### src/hw/rtl/att_ram.sv
// ----------------------------------------------------------------------------
// att_ram
// Generic single-write, single-read synchronous RAM with a registered read.
// ----------------------------------------------------------------------------
module att_ram #(
  parameter int unsigned Width = 8,
  parameter int unsigned Depth = 16
) (
  input  logic                                       clk_i,
  input  logic                                       we_i,
  input  logic [((Depth > 1) ? $clog2(Depth) : 1)-1:0] waddr_i,
  input  logic [Width-1:0]                           wdata_i,
  input  logic [((Depth > 1) ? $clog2(Depth) : 1)-1:0] raddr_i,
  output logic [Width-1:0]                           rdata_o
);

  logic [Width-1:0] mem_q [Depth];
  logic [Width-1:0] rdata_q;

  always_ff @(posedge clk_i) begin
    if (we_i) begin
      mem_q[waddr_i] <= wdata_i;
    end
    rdata_q <= mem_q[raddr_i];
  end

  assign rdata_o = rdata_q;

endmodule

### config.mk
export PLATFORM = sky130hd
export DESIGN_NAME = att_ram
export DESIGN_NICKNAME = d
export VERILOG_FILES = /design/src/hw/rtl/att_ram.sv
export SDC_FILE = /design/constraint.sdc
export NUM_CORES = 1
export LEC_CHECK = 0
export BUFFER_PORTS_ARGS = -buffer_cell sky130_fd_sc_hd__buf_2
export CORE_ASPECT_RATIO = 1.2
export CORE_MARGIN = 2
export CORE_UTILIZATION = 38
export CTS_CLUSTER_DIAMETER = 50
export DETAILED_ROUTE_END_ITERATION = 10
export GPL_TIMING_DRIVEN = 0
export PLACE_DENSITY = 0.61
export SYNTH_ARGS = -nofsm -noshare
export SYNTH_HDL_FRONTEND = slang
export SYNTH_SLANG_ARGS = --single-unit
### constraint.sdc
create_clock -name clk_i -period 2 [get_ports clk_i]
set_input_delay 0.2 -clock clk_i [delete_from_list [all_inputs] [get_ports clk_i]]
set_output_delay 0.2 -clock clk_i [all_outputs]
set_load 0.1 [all_outputs]
==> results summary <==
The flow ran to the end, and the final reports show no timing, DRC or antenna violations. The kind of end point of the critical path is a flop. When the netlist entered floorplanning its net count stood at 247. For this run, the register share of the synthesized area comes to 0.778. The final number of hold-violating endpoints came to 0. The dominant cell type by area after synthesis is sky130_fd_sc_hd__edfxtp_1. The repair_antennas step left the layout with diodes totalling 0.

The startpoint type of the worst setup path is an input pin. The die covers 14500 um2. The number of buffers inserted by hold repair at cts is 0. The via count of the first global-routing pass came out at 2438. By instance count, the leading cell after synthesis is sky130_fd_sc_hd__edfxtp_1. In this run the most critical hold path is launched from wdata_i[5]. The share of the synthesized area in the top cell type came out at 0.747.

The number of nets still failing antenna checks after routing came out at 0. The commonest cells after synthesis are sky130_fd_sc_hd__edfxtp_1, sky130_fd_sc_hd__mux4_2, sky130_fd_sc_hd__a22oi_1. After global routing the overflow that remains totals 0. The max-capacitance violation count is 0. The TritonCTS buffer count came out at 17. The initial core utilization came out at 0.389. The actual transition at the worst max-transition pin came out at 1.32 ns. The origin of the critical flop-to-flop path is mem_q[2][0].

The worst-path maximum fanout came out at 8. The synthesis-to-finish area growth came out at 18.2%. The worst setup path is of the input pin to flop kind.

The pin count of the biggest net entering global routing came out at 17. Sorting the synthesized cells by area gives the leading types as sky130_fd_sc_hd__edfxtp_1, sky130_fd_sc_hd__mux4_2, sky130_fd_sc_hd__mux4_1, sky130_fd_sc_hd__dfxtp_1, sky130_fd_sc_hd__a22oi_1. The post-synthesis cell count is 229.

The worst pin sits at a relative slew slack of 0.110. The cell count after placement came out at 421. For this run, the leading register cell type out of synthesis is sky130_fd_sc_hd__edfxtp_1. The critical path starts at waddr_i[2]. During placement, the flow inserted port buffers numbering 24.

Summed over all nets, the half-perimeter wirelength after detailed placement is 6340 um. The buffer depth of the longest clock path came out at 2. The synthesized area divided by synthesized cell count is 22.5 um2. The number of remaining DRC errors is 0. The ratio of routed vias to standard cells is 5.36. Power spread over the standard cell area amounts to 1100 nW/um2.

The CTS tree is yes. The standard cell core area came out at 13200 um2. The worst slack at placement is -0.294 ns. The clock transition at the registers of the reported paths came out at 0.05 ns.

Derived from the worst setup path, the maximum achievable clock frequency is 0.559 GHz. Setup violations remaining at the end of the flow were counted as 0. In the final design database the tool counted 290 nets. Summing every instance area after synthesis gives 5150 um2. The final worst setup slack came out at 0.212 ns. The finished layout holds 453 standard cells, fillers aside.

The first-pass iteration count of the detailed router is 5. Data arrives at the worst endpoint at 1.81 ns. The total number of vias is 2429. The tightest min-delay check is of the input pin to flop type. Dividing the detail-routed wire length by the instance count gives 22.0 um. The fraction of the cycle the final worst path needs is 0.894. The reported leakage power is 0.00204 uW. In the global route stage, overall resource usage came out at 0.148. The final number of max-transition violations came out at 0.

Setup repair after global routing left no endpoint under its margin. Wires add up to 9970 um. In this run the horizontal extent of the chip is 110 um. The count of cell types in the netlist came out at 19. The ratio of cells with drive above 1 in the final layout is 0.291. The number of buffers added for setup after CTS is 0. The CTS root buffer is sky130_fd_sc_hd__clkbuf_16. 26 I/O pins were placed. For this run, the share of the core covered by cells in the final layout is 0.459. The die is 131 um tall. The congestion estimate from routability-driven global placement came to 0.774. The post-synthesis sequential element count came out at 136. After synthesis, the share of flip-flops with an asynchronous set or reset is 0. The Yosys step of the flow raised 0 warnings. The final critical-path required period is 1.79 ns.

At the worst endpoint, the required time is 2.02 ns. The site row count came out at 46. The fill cell total of the finished layout is 1116. The clock latency on the worst-skew pair came out at 0.42 ns. The worst clock skew on the final layout is 0.00690 ns.

The highest ir drop seen on vdd is 0.497 mV. The clock net in this run drives a total of 136 sinks. The number of gates resized after CTS was 0. The first-pass GRT wire length is 14600 um.

The first routing iteration left 155 violations. The number of synthesized flops with an enable pin is 128. The final-layout setup total negative slack came out at 0 ns. The number of antenna violations at the first check in global routing is 0. The count of H-tree levels built during CTS is 4.
## worst paths after layout
kind,end,slack [ns],depth (start not counted)
setup / recovery,mem_q[0][5],0.21,3
hold / removal,mem_q[7][5],0.18,1
hold reg to reg,rdata_o[3],0.67,3
setup reg to reg,rdata_o[0],0.49,3
## critical path, cell delays in order
cell                     delay (ns)
sky130_fd_sc_hd__buf_2         0.11
sky130_fd_sc_hd__or3b_2        0.53
sky130_fd_sc_hd__nor3_1        0.97
## area by class of cell
class	instances	area, um2	share of cell area
Multi-Input combinational cell	83	1060	0.174
Tap cell	168	210	0.0346
Timing Repair Buffer	24	120	0.0197
Clock buffer	27	577	0.0948
Clock inverter	5	27.5	0.00453
Sequential cell	136	4000	0.658
Buffer	10	86.3	0.0142
## flip-flops by register name, summed over array words and instances, names as in the netlist
| signal | cells |
|---|---|
| rdata_o | 8 |
| mem_q | 128 |
## report_power, final
part | total (uW) | switching, uW | leakage (uW) | internal, uW
Sequential | 3200 | 14.3 | 0.00122 | 3190
Clock | 3050 | 1080 | 0.000301 | 1970
Combinational | 441 | 315 | 0.000515 | 126
Total | 6690 | 1410 | 0.00204 | 5280
## cell usage in the layout (no fill, tap or decap), drive strengths merged
cell and n:
clkbuf 27, nand3 1, buf 31, clkinvlp 1, dfxtp 8, nor2 13
and2b 1, nand2 9, mux4 32, nand2b 2, nor3 4, and2 1
or3b 1, a22oi 16, clkinv 4, nand3b 2, nor2b 1, clkdlybuf4s25 3
edfxtp 128
## stage by stage
step	total power [uW]	hold WS, ns	instance area, um2
2_1_floorplan	3560	0.299	5150
6_report	6690	0.177	6080
3_5_place_dp	3710	0.618	5480
4_1_cts	6740	0.174	6080
3_3_place_gp	3700	0.602	5480
5_1_grt	6860	0.180	6080
## cells by family (layout without fill, tap and decap cells)
group / after synthesis / count (layout) / share of synthesized area
AO/OA/AOI/OAI: 16 / 16 / 0.0233
multiplexers: 32 / 32 / 0.150
AND/OR/NAND/NOR: 35 / 35 / 0.0318
buffers and inverters: 10 / 66 / 0.0168
flip-flops: 136 / 136 / 0.778
## metal layers
metal / track usage / vias to the layer above / wire length, um
li1: - / 1058 / -
met1: 0.202 / 1299 / 4430
met2: 0.219 / 66 / 5000
met3: 0.0556 / 6 / 447
met4: 0.0493 / 0 / 93
met5: 0 / - / 0
(Power assumes the default switching activity.)
